## src/rtl/u8d_pkg.sv

```systemverilog
// Package: shared types and constants for the UTF-8 stream decoder.
`timescale 1ns / 1ps
package u8d_pkg;

  localparam int unsigned CpW   = 21;
  localparam int unsigned ByteW = 8;

  // Result status codes
  typedef enum logic [2:0] {
    ST_OK        = 3'd0,
    ST_BAD_LEAD  = 3'd1,
    ST_BAD_CONT  = 3'd2,
    ST_SURROGATE = 3'd3,
    ST_TRUNC     = 3'd4
  } status_e;

  // Lead byte boundaries
  localparam logic [ByteW-1:0] LeadBadMax = 8'hC1;
  localparam logic [ByteW-1:0] Lead3Min   = 8'hE0;
  localparam logic [ByteW-1:0] Lead4Min   = 8'hF0;
  localparam logic [ByteW-1:0] LeadMax    = 8'hF4;

  // Surrogate range
  localparam logic [CpW-1:0] SurrLo = 21'h00D800;
  localparam logic [CpW-1:0] SurrHi = 21'h00DFFF;

  // One decoded result word
  typedef struct packed {
    logic [CpW-1:0] code_point;
    status_e        status;
    logic           end_of_string;
  } result_t;

endpackage

```

## src/rtl/utf8_stream_decoder_top.sv

```systemverilog
// Top level of the UTF-8 stream decoder.
//
// Input channel: in_valid_i / in_stall_o carry one byte word (data_byte_i,
// last_of_string_i flags the final byte of a string). Output channel:
// out_valid_o / out_stall_i carry one result word (code_point_o, status_o,
// end_of_string_o). A word moves when valid is high and stall is low.
// Lead and middle bytes of a multi-byte character give no result; the byte
// that completes it, any error, or a string cut mid-sequence gives one.
// Each result passes from the input register through the decode logic into the
// output register; a receiver stall can hold it in between. Throughput: one byte
// per cycle while not stalled, set by the single decode step between the two registers.
// When the receiver stalls, the result is held and the byte behind it
// waits in the input register; a byte that gives no result still moves on.
// Reset clears both valid flags and the decode state (expecting a lead).
`timescale 1ns / 1ps
module utf8_stream_decoder_top (
  input  logic                      clk_i,
  input  logic                      rst_ni,
  input  logic                      in_valid_i,
  output logic                      in_stall_o,
  input  logic [u8d_pkg::ByteW-1:0] data_byte_i,
  input  logic                      last_of_string_i,
  output logic                      out_valid_o,
  input  logic                      out_stall_i,
  output logic [u8d_pkg::CpW-1:0]   code_point_o,
  output logic [2:0]                status_o,
  output logic                      end_of_string_o
);

  logic                      ir_vld;
  logic [u8d_pkg::ByteW-1:0] ir_byte;
  logic                      ir_last;
  logic                      res_vld;
  u8d_pkg::result_t          res;
  logic                      out_free;
  logic                      advance;

  // Held byte moves on unless its result finds the output slot busy
  assign advance = ir_vld && (!res_vld || out_free);

  u8d_in_reg u_in_reg (
    .clk_i            (clk_i),
    .rst_ni           (rst_ni),
    .in_valid_i       (in_valid_i),
    .data_byte_i      (data_byte_i),
    .last_of_string_i (last_of_string_i),
    .advance_i        (advance),
    .in_stall_o       (in_stall_o),
    .vld_o            (ir_vld),
    .byte_o           (ir_byte),
    .last_o           (ir_last)
  );

  u8d_decode u_decode (
    .clk_i     (clk_i),
    .rst_ni    (rst_ni),
    .advance_i (advance),
    .byte_i    (ir_byte),
    .last_i    (ir_last),
    .res_vld_o (res_vld),
    .res_o     (res)
  );

  u8d_out_reg u_out_reg (
    .clk_i           (clk_i),
    .rst_ni          (rst_ni),
    .load_i          (advance && res_vld),
    .res_i           (res),
    .out_stall_i     (out_stall_i),
    .free_o          (out_free),
    .out_valid_o     (out_valid_o),
    .code_point_o    (code_point_o),
    .status_o        (status_o),
    .end_of_string_o (end_of_string_o)
  );

endmodule

```

## src/rtl/u8d_in_reg.sv

```systemverilog
// Input register: holds one byte word until the decoder consumes it.
`timescale 1ns / 1ps
module u8d_in_reg (
  input  logic                    clk_i,
  input  logic                    rst_ni,
  input  logic                    in_valid_i,
  input  logic [u8d_pkg::ByteW-1:0] data_byte_i,
  input  logic                    last_of_string_i,
  input  logic                    advance_i,
  output logic                    in_stall_o,
  output logic                    vld_o,
  output logic [u8d_pkg::ByteW-1:0] byte_o,
  output logic                    last_o
);

  logic                      vld_q, vld_d;
  logic [u8d_pkg::ByteW-1:0] byte_q;
  logic                      last_q;
  logic                      accept;

  // Stall only while a held word cannot move on
  assign in_stall_o = vld_q && !advance_i;
  assign accept     = in_valid_i && !in_stall_o;
  assign vld_d      = accept || (vld_q && !advance_i);

  always_ff @(posedge clk_i or negedge rst_ni) begin
    if (!rst_ni) begin
      vld_q <= 1'b0;
    end else begin
      vld_q <= vld_d;
    end
  end

  // Payload, no reset
  always_ff @(posedge clk_i) begin
    if (accept) begin
      byte_q <= data_byte_i;
      last_q <= last_of_string_i;
    end
  end

  assign vld_o  = vld_q;
  assign byte_o = byte_q;
  assign last_o = last_q;

endmodule

```

## src/rtl/u8d_decode.sv

```systemverilog
// Decoder: sequence state and per-byte decode logic.
`timescale 1ns / 1ps
module u8d_decode (
  input  logic                      clk_i,
  input  logic                      rst_ni,
  input  logic                      advance_i,
  input  logic [u8d_pkg::ByteW-1:0] byte_i,
  input  logic                      last_i,
  output logic                      res_vld_o,
  output u8d_pkg::result_t          res_o
);

  logic [u8d_pkg::CpW-1:0] partial_q, partial_d;
  logic [1:0]              left_q, left_d;
  logic [u8d_pkg::CpW-1:0] next_val;
  logic                    cont_ok;
  logic                    is_surr;

  assign cont_ok  = (byte_i[7:6] == 2'b10);
  assign next_val = {partial_q[u8d_pkg::CpW-7:0], byte_i[5:0]};
  assign is_surr  = (next_val >= u8d_pkg::SurrLo) && (next_val <= u8d_pkg::SurrHi);

  // Next state and result for the byte in the input register
  always_comb begin
    partial_d               = partial_q;
    left_d                  = left_q;
    res_vld_o               = 1'b0;
    res_o.code_point        = '0;
    res_o.status            = u8d_pkg::ST_OK;
    res_o.end_of_string     = last_i;
    if (left_q == 2'd0) begin
      if (!byte_i[7]) begin
        res_vld_o        = 1'b1;
        res_o.code_point = {{(u8d_pkg::CpW-u8d_pkg::ByteW){1'b0}}, byte_i};
      end else if (byte_i <= u8d_pkg::LeadBadMax || byte_i > u8d_pkg::LeadMax) begin
        res_vld_o    = 1'b1;
        res_o.status = u8d_pkg::ST_BAD_LEAD;
      end else begin
        if (byte_i < u8d_pkg::Lead3Min) begin
          partial_d = {16'd0, byte_i[4:0]};
          left_d    = 2'd1;
        end else if (byte_i < u8d_pkg::Lead4Min) begin
          partial_d = {17'd0, byte_i[3:0]};
          left_d    = 2'd2;
        end else begin
          partial_d = {18'd0, byte_i[2:0]};
          left_d    = 2'd3;
        end
        if (last_i) begin
          res_vld_o    = 1'b1;
          res_o.status = u8d_pkg::ST_TRUNC;
        end
      end
    end else if (!cont_ok) begin
      res_vld_o    = 1'b1;
      res_o.status = u8d_pkg::ST_BAD_CONT;
    end else begin
      partial_d = next_val;
      left_d    = left_q - 2'd1;
      if (left_q == 2'd1) begin
        res_vld_o = 1'b1;
        if (is_surr) begin
          res_o.status = u8d_pkg::ST_SURROGATE;
        end else begin
          res_o.code_point = next_val;
        end
      end else if (last_i) begin
        res_vld_o    = 1'b1;
        res_o.status = u8d_pkg::ST_TRUNC;
      end
    end
    // Any result ends the sequence
    if (res_vld_o) begin
      partial_d = '0;
      left_d    = 2'd0;
    end
  end

  always_ff @(posedge clk_i or negedge rst_ni) begin
    if (!rst_ni) begin
      partial_q <= '0;
      left_q    <= 2'd0;
    end else if (advance_i) begin
      partial_q <= partial_d;
      left_q    <= left_d;
    end
  end

endmodule

```

## src/rtl/u8d_out_reg.sv

```systemverilog
// Output register: holds one result word until the receiver takes it.
`timescale 1ns / 1ps
module u8d_out_reg (
  input  logic                    clk_i,
  input  logic                    rst_ni,
  input  logic                    load_i,
  input  u8d_pkg::result_t        res_i,
  input  logic                    out_stall_i,
  output logic                    free_o,
  output logic                    out_valid_o,
  output logic [u8d_pkg::CpW-1:0] code_point_o,
  output logic [2:0]              status_o,
  output logic                    end_of_string_o
);

  logic             vld_q, vld_d;
  u8d_pkg::result_t res_q;

  // Slot is free when empty or being drained this cycle
  assign free_o = !vld_q || !out_stall_i;
  assign vld_d  = load_i || (vld_q && out_stall_i);

  always_ff @(posedge clk_i or negedge rst_ni) begin
    if (!rst_ni) begin
      vld_q <= 1'b0;
    end else begin
      vld_q <= vld_d;
    end
  end

  always_ff @(posedge clk_i) begin
    if (load_i) begin
      res_q <= res_i;
    end
  end

  assign out_valid_o     = vld_q;
  assign code_point_o    = res_q.code_point;
  assign status_o        = res_q.status;
  assign end_of_string_o = res_q.end_of_string;

endmodule

```

## config.mk

```make
export PLATFORM = sky130hd
export DESIGN_NAME = utf8_stream_decoder_top
export DESIGN_NICKNAME = d
export VERILOG_FILES = /design/src/rtl/u8d_pkg.sv /design/src/rtl/utf8_stream_decoder_top.sv /design/src/rtl/u8d_in_reg.sv /design/src/rtl/u8d_decode.sv /design/src/rtl/u8d_out_reg.sv
export SDC_FILE = /design/constraint.sdc
export NUM_CORES = 1
export LEC_CHECK = 0
export BUFFER_PORTS_ARGS = -buffer_cell sky130_fd_sc_hd__buf_2
export CORE_ASPECT_RATIO = 0.6
export CORE_MARGIN = 4
export CORE_UTILIZATION = 46
export DETAILED_ROUTE_END_ITERATION = 8
export PLACE_DENSITY = 0.68
export SYNTH_ARGS = -nofsm -noshare
export SYNTH_HDL_FRONTEND = slang
export SYNTH_SLANG_ARGS = --single-unit
```

## constraint.sdc

```tcl
create_clock -name clk_i -period 7.8 [get_ports clk_i]
set_input_delay 1.56 -clock clk_i [delete_from_list [all_inputs] [get_ports clk_i]]
set_output_delay 1.56 -clock clk_i [all_outputs]
set_load 0.05 [all_outputs]
```

==> results of run 1 <==
## path summary, 6_finish.rpt
| kind | from | endpoint | slack (ns) | cells past startpoint |
|---|---|---|---|---|
| setup / recovery | u_in_reg.byte_o[4]$_DFFE_PP_ | in_stall_o | 3.95 | 5 |
| hold / removal | u_decode.partial_q[3]$_DFFE_PN0P_ | u_decode.partial_q[9]$_DFFE_PN0P_ | 0.52 | 1 |
| setup reg to reg | u_in_reg.byte_o[4]$_DFFE_PP_ | u_out_reg.code_point_o[18]$_SDFFCE_PP0P_ | 5.39 | 5 |
| hold reg to reg | u_decode.partial_q[3]$_DFFE_PN0P_ | u_decode.partial_q[9]$_DFFE_PN0P_ | 0.52 | 1 |
| max in group asynchronous | rst_ni | u_decode.partial_q[13]$_DFFE_PN0P_ | 6.29 | 1 |
| min in group asynchronous | rst_ni | u_decode.partial_q[6]$_DFFE_PN0P_ | 1.20 | 1 |
## per-stage QoR
stage | util [%] | setup WS, ns | hold WS [ns] | cells | power [mW]
after floorplan | - | 3.90 | 0.457 | 160 | 0.425
after global placement | 53.2 | 4.11 | 0.499 | 257 | 0.450
after detailed placement | 53.2 | 4.08 | 0.510 | 257 | 0.453
after CTS | 55.4 | 3.94 | 0.527 | 265 | 0.616
after global routing | 55.4 | 3.83 | 0.547 | 265 | 0.635
final | 55.4 | 3.95 | 0.521 | 265 | 0.611
## flip-flops by register name, indices dropped and copies added, names as in the netlist
register,cells
u_in_reg.byte_o,8
u_in_reg.vld_o,1
u_decode.partial_q,15
u_in_reg.last_o,1
u_out_reg.end_of_string_o,1
u_out_reg.out_valid_o,1
u_decode.left_q,2
u_out_reg.status_o,3
u_out_reg.code_point_o,21
## worst reg2reg max path, cell delays in order, from the launching register on
cell,delay (ns)
edfxtp_1,0.48
or4_4,0.60
o211ai_1,0.23
o21ai_0,0.25
a21oi_2,0.17
buf_4,0.34
## power breakdown
group          switching [mW]  total [mW]  leakage (nW)  internal [mW]
Combinational          0.0855       0.109         0.460         0.0238
Clock                  0.0839       0.164        0.0542         0.0803
Sequential             0.0126       0.337         0.592          0.325
Total                   0.182       0.611          1.11          0.429
## area by class of cell
type | count | area share (%)
Clock inverter | 1 | 0.196
Timing Repair Buffer | 40 | 7.94
Tap cell | 63 | 3.09
Clock buffer | 7 | 3.77
Multi-Input combinational cell | 94 | 25.4
Sequential cell | 53 | 58.6
Inverter | 7 | 1.03
## logic make-up (layout without fill, tap and decap cells)
logic type | after synthesis | after routing
buf+inv | 13 | 55
mux | 6 | 6
compound gates | 30 | 30
simple gates | 58 | 58
flops | 53 | 53
## synthesized netlist by cell type (all sizes together)
master / count
or3b: 1
and3: 1
buf: 5
nor3b: 1
a311oi: 1
dfrtp: 19
o211a: 1
nor3: 1
inv: 7
or4: 1
a41oi: 1
nor2b: 3
nand4: 2
a31o: 1
mux2i: 6
o21bai: 1
edfxtp: 34
a21o: 2
o211ai: 1
a32o: 10
o32ai: 1
o22ai: 1
nor2: 10
a21oi: 4
nand3: 3
and4bb: 4
o21ai: 4
clkbuf: 1
and2b: 1
nand2: 15
and2: 15
o21a: 1
o31a: 1
## routing by layer
layer  vias up  wire (um)
li1        677          -
met1       710       1990
met2        48       1990
met3         8        301
met4         0         57
met5         -          0
==> impl_metrics.ini, run 1 <==
[synthesis]
yosys.area_share.adder_pct = 0
synth.top_cell.area_share_pct = 45.9
yosysWarnings = 0
synth_area_mm2 = 0.00222
synth_xor_area_share_pct = 0
ys_ff_latch = 53
ys_top_cells_by_area = edfxtp_1 46%, dfrtp_1 21%, a32o_1 4.5%, and2_1 4.2%, mux2i_1 2.7%
synth.largest_area_cell = edfxtp_1
synth_compound_area_share_pct = 11.0
synth_top_family_by_area = simple AND/OR/NAND/NOR gates
seq_area_frac_synth_pct = 67.3
synth_nets = 173
synth.area.mux_share_pct = 2.70
ys_types = 39
yosys.area_share.simple_pct = 15.3
postSynthAreaPerCell_um2 = 13.9
synth_cells = 160

[route]
drt-total-wl_mm = 4.34
vias = 1443
first_iter_violations = 131
firstDrtPassIters = 4
viasPerCell = 5.45
ant_nets = 0
remaining_drc_errors = 0
wl_per_cell_um = 16.4

[floorplan]
start_util_pct = 48.2
design.die.area_mm2 = 0.00604
ioPinCount = 40
rows = 19
die_x_um = 97.7
fp.dieH_um = 61.8
core_mm2 = 0.00461

[cts]
clk_pin_slew_ns = 0.09
ctsResizeCount = 0
numClockSinks = 53
cts_root_buffer = clkbuf_8
cts_hold_buf = 0
cts_setup_buffers = 0
tritoncts = built
cts_buffers = 5
clock_latency_ns = 0.30
cts_htree_levels = 2
clk_path_buf_depth = 2

[global_routing]
grt_pass1_vias = 1427
grt_max_degree = 26
grtUsageMet2_pct = 23.6
met3_usage_pct = 4.68
grt_use_met1_pct = 19.5
grt_remaining_overflow = 0
busiest_layer = met2
grt_first_pass_wirelength_mm = 6.82
antenna_found_initial = 0
grt_use_total_pct = 14.7

[timing]
period_needed_ns = 3.85
slew_viol_final = 0
final_hold_viol_count = 0
grt_setup_unrepaired = no
maxSlewHeadroom_pct = 48.1
setup_viol = 0
period_share_pct = 49.3
final.setup_skew_ns = 0.00502
max_freq_mhz = 260
setup_tns_ns = 0
worstMarginPinSlew_ns = 0.778

[power_and_ir_drop]
power_leakage_nw = 1.11
vdd_drop_max_v = 0.000103
power_density_mw_per_mm2 = 239

[worst_setup_path]
cp-end-kind = output pin
required_ns = 6.24
crit_buf_inv = 1
cp_max_fo = 6
slowest_delay_ns = 0.60
cp_top_family = simple AND/OR/NAND/NOR gates
crit_type = reg2out
cp-start-kind = flip-flop
path_cells = or4_4, o211ai_1, o21ai_0, nor2_1, buf_2
crit_arrival_ns = 2.29
cp_slowest_cell = or4_4

[final_layout]
area_delta_synth_final_pct = 14.9
layout_common_cells = 39 x buf_2, 34 x edfxtp_1, 19 x dfrtp_1
multi_input_area_um2 = 648
num-nets-final = 214
antenna_cells = 0
drive_gt1_share_pct = 28.2
n_fill_cell = 407
final_common_cell = buf_2
final_area_mm2 = 0.00255
register_area_mm2 = 0.00150

[job]
max-cap-violations = 0

[status]
status = complete, no violations

[place]
gp_congestion = 0.892
port_buffers = 39
detailed_place.area_mm2 = 0.00245
hpwl_mm = 3.12

[worst_hold_path]
holdCritPathClass = reg2reg
Note: power is estimated with default switching activity, not from simulation.
==> inputs of run 2 (changes only) <==
--- a/config.mk
+++ b/config.mk
@@ -5,12 +5,13 @@
 export SDC_FILE = /design/constraint.sdc
 export NUM_CORES = 1
 export LEC_CHECK = 0
+export ABC_AREA = 1
 export BUFFER_PORTS_ARGS = -buffer_cell sky130_fd_sc_hd__buf_2
 export CORE_ASPECT_RATIO = 0.6
 export CORE_MARGIN = 4
 export CORE_UTILIZATION = 46
 export DETAILED_ROUTE_END_ITERATION = 8
-export PLACE_DENSITY = 0.68
+export PLACE_DENSITY = 0.7
 export SYNTH_ARGS = -nofsm -noshare
 export SYNTH_HDL_FRONTEND = slang
 export SYNTH_SLANG_ARGS = --single-unit
==> constraint.sdc (replaced) <==
create_clock -name clk_i -period 3.3 [get_ports clk_i]
set_input_delay 0.66 -clock clk_i [delete_from_list [all_inputs] [get_ports clk_i]]
set_output_delay 0.66 -clock clk_i [all_outputs]
set_load 0.05 [all_outputs]
==> run 2 against run 1 <==
Count of clock-buffer cells in the layout fell by 2; sequential cell count is the same; hold slack worse by 0.23 ns; clock skew rose by 0.0030 ns; die area grew 1.7%; via count up 7.7%; sequential power is 130% higher; clock power up 110%; critical path depth up 5; critical path type unchanged; largest power group unchanged; highest routed layer unchanged.
==> impl_metrics.ini, run 2 <==
[route]
vias = 1554
drt-total-wl_mm = 4.07
firstDrtPassIters = 4
first_iter_violations = 54
viasPerCell = 4.83
ant_nets = 0
wl_per_cell_um = 12.6
remaining_drc_errors = 0

[synthesis]
synth_enable_flop_cells = 34
postSynthAreaPerCell_um2 = 10.6
async_flop_share_pct = 35.8
ys_top_cells_by_count = 41 x nand2_1, 34 x edfxtp_1, 26 x nand3_1
ys_types = 23
ys_top_cells_by_area = edfxtp_1 45%, dfrtp_1 21%, nand2_1 6.8%, nand3_1 5.7%, inv_1 4.1%
synth_nets = 227
yosysWarnings = 0
synth.top_cell.area_share_pct = 45.1
synth_ff_type = edfxtp_1
ys_ff_latch = 53
synth_area_mm2 = 0.00226
synth_cells = 214
seq_area_frac_synth_pct = 66.1
synth.largest_area_cell = edfxtp_1
synth_most_common_cell = nand2_1

[global_routing]
grt_pass1_vias = 1401
grt_max_degree = 21
antenna_found_initial = 0
grt_use_total_pct = 14.3
grt_remaining_overflow = 0
grt_first_pass_wirelength_mm = 6.83

[final_layout]
drive_gt1_share_pct = 28.6
largest_register_ff_count = 21
final_common_cell = nand2_1
area_delta_synth_final_pct = 15.1
layout_common_cells = 41 x nand2_1, 39 x buf_2, 34 x edfxtp_1
antenna_cells = 0
num-nets-final = 271
final_core_util_pct = 55.9

[place]
hpwl_mm = 3.07
gp_congestion = 0.869
port_buffers = 39

[cts]
cts_hold_buf = 0
clk_path_buf_depth = 2
ctsResizeCount = 0
clk_pin_slew_ns = 0.09
cts_buffers = 5
tritoncts = built
numClockSinks = 53
clock_latency_ns = 0.30
cts_htree_levels = 2
cts_setup_buffers = 0
cts_root_buffer = clkbuf_8

[worst_setup_path]
slowest_delay_ns = 0.46
required_ns = 2.64
cp-start-kind = flip-flop
cp-end-kind = output pin
cp_slowest_cell = edfxtp_1
crit_arrival_ns = 1.90
cp_common_cell = nand3_1
cp_top_family = simple AND/OR/NAND/NOR gates
rrSetupSlack_ns = 1.18
crit_type = reg2out
r2r_end = u_out_reg.code_point_o[11]$_SDFFCE_PP0P_
rr_worst_depth = 10
cp_max_fo = 7
rr_startpoint = u_in_reg.byte_o[5]$_DFFE_PP_
path_cells = nor2_1, nand3_1, nand2_1, clkinv_1, nand3_1, nand2_1, nand2_2, nand3_1, inv_1, buf_2
crit_buf_inv = 3

[timing]
period_share_pct = 77.7
slew_viol_final = 0
final_hold_viol_count = 0
setup_viol = 0
final.setup_skew_ns = 0.00803
timing.hold.ws_ns = 0.286
max_freq_mhz = 390
period_needed_ns = 2.56
grt_setup_unrepaired = no
maxSlewHeadroom_pct = 70.6
setup_tns_ns = 0
worstMarginPinSlew_ns = 0.437

[power_and_ir_drop]
combPwrFrac_pct = 18.5
internal_power_mw = 0.959
power_density_mw_per_mm2 = 531
pwr-share-clk_pct = 25.2
seq_power_share_pct = 56.3
power_leakage_nw = 1.19
switching_share_pct = 30.7
vdd_drop_max_v = 0.000237
p_sw_mw = 0.425

[job]
max-cap-violations = 0

[worst_hold_path]
holdCritPathClass = in2async

[floorplan]
die_x_um = 98.6
start_util_pct = 48.6
design.die.area_mm2 = 0.00614
rows = 19
fp.dieH_um = 62.3
core_mm2 = 0.00466
ioPinCount = 40

[status]
status = complete, no violations
run 2: changes by cell type in the layout (fill, tap and decap cells not counted), moves of 4 or more:
cell / delta
mux2i_1: -6
inv_2: +5
inv_1: +18
and2_1: -15
a32o_1: -10
nor2_1: +14
a21boi_0: +4
nand2_1: +26
nand2_2: +12
nand3_1: +23
run 2: how the worst max path moves through the flow:
stage                                 startpoint         end  depth (start not counted)
detailed placement  u_in_reg.byte_o[5]$_DFFE_PP_  in_stall_o                         10
floorplan           u_in_reg.byte_o[5]$_DFFE_PP_  in_stall_o                          9
global placement    u_in_reg.byte_o[5]$_DFFE_PP_  in_stall_o                         10
CTS                 u_in_reg.byte_o[5]$_DFFE_PP_  in_stall_o                         10
finish              u_in_reg.byte_o[5]$_DFFE_PP_  in_stall_o                         10
global route        u_in_reg.byte_o[1]$_DFFE_PP_  in_stall_o                         10
run 2: cell families (layout without fill, tap and decap cells):
group	Yosys count	count (layout)	synth area share [%]
flops	53	53	66.1
simple gates	111	111	23.4
buf+inv	37	82	7.02
compound gates	13	13	3.43
run 2: through the flow:
step | cell area, um2 | total power [mW] | instances | worst slack [ns]
global route | 2610 | 1.45 | 322 | 0.527
global placement | 2520 | 1.05 | 314 | 1.11
CTS | 2610 | 1.40 | 322 | 0.729
detailed placement | 2520 | 1.05 | 314 | 1.07
floorplan | 2260 | 0.991 | 214 | 1.21
finish | 2610 | 1.38 | 322 | 0.736
run 2: power by group through the flow:
stage / Clock, mW / Sequential (mW) / Combinational, mW
finish: 0.349 / 0.779 / 0.256
global route: 0.393 / 0.785 / 0.273
CTS: 0.360 / 0.779 / 0.260
detailed placement: 0 / 0.794 / 0.259
global placement: 0 / 0.792 / 0.258
floorplan: 0 / 0.908 / 0.0834
run 2: per-layer routing:
layer  global-route usage (%)  up-vias  part of all wire (%)
li1                         -      780                     -
met4                     4.09        0                  0.59
met3                     4.47        4                   9.2
met2                     19.7       63                    40
met1                     21.6      707                    50
met5                        0        -                     0
run 2: area by class of cell:
type                       count  area (um2)
fill                         437        2050
sequential                    53        1500
multi-input combinational    124         608
timing repair buffer          42         218
inverter                      32         120
tap                           63        78.8
clock buffer                   5        68.8
clock inverter                 3        16.3
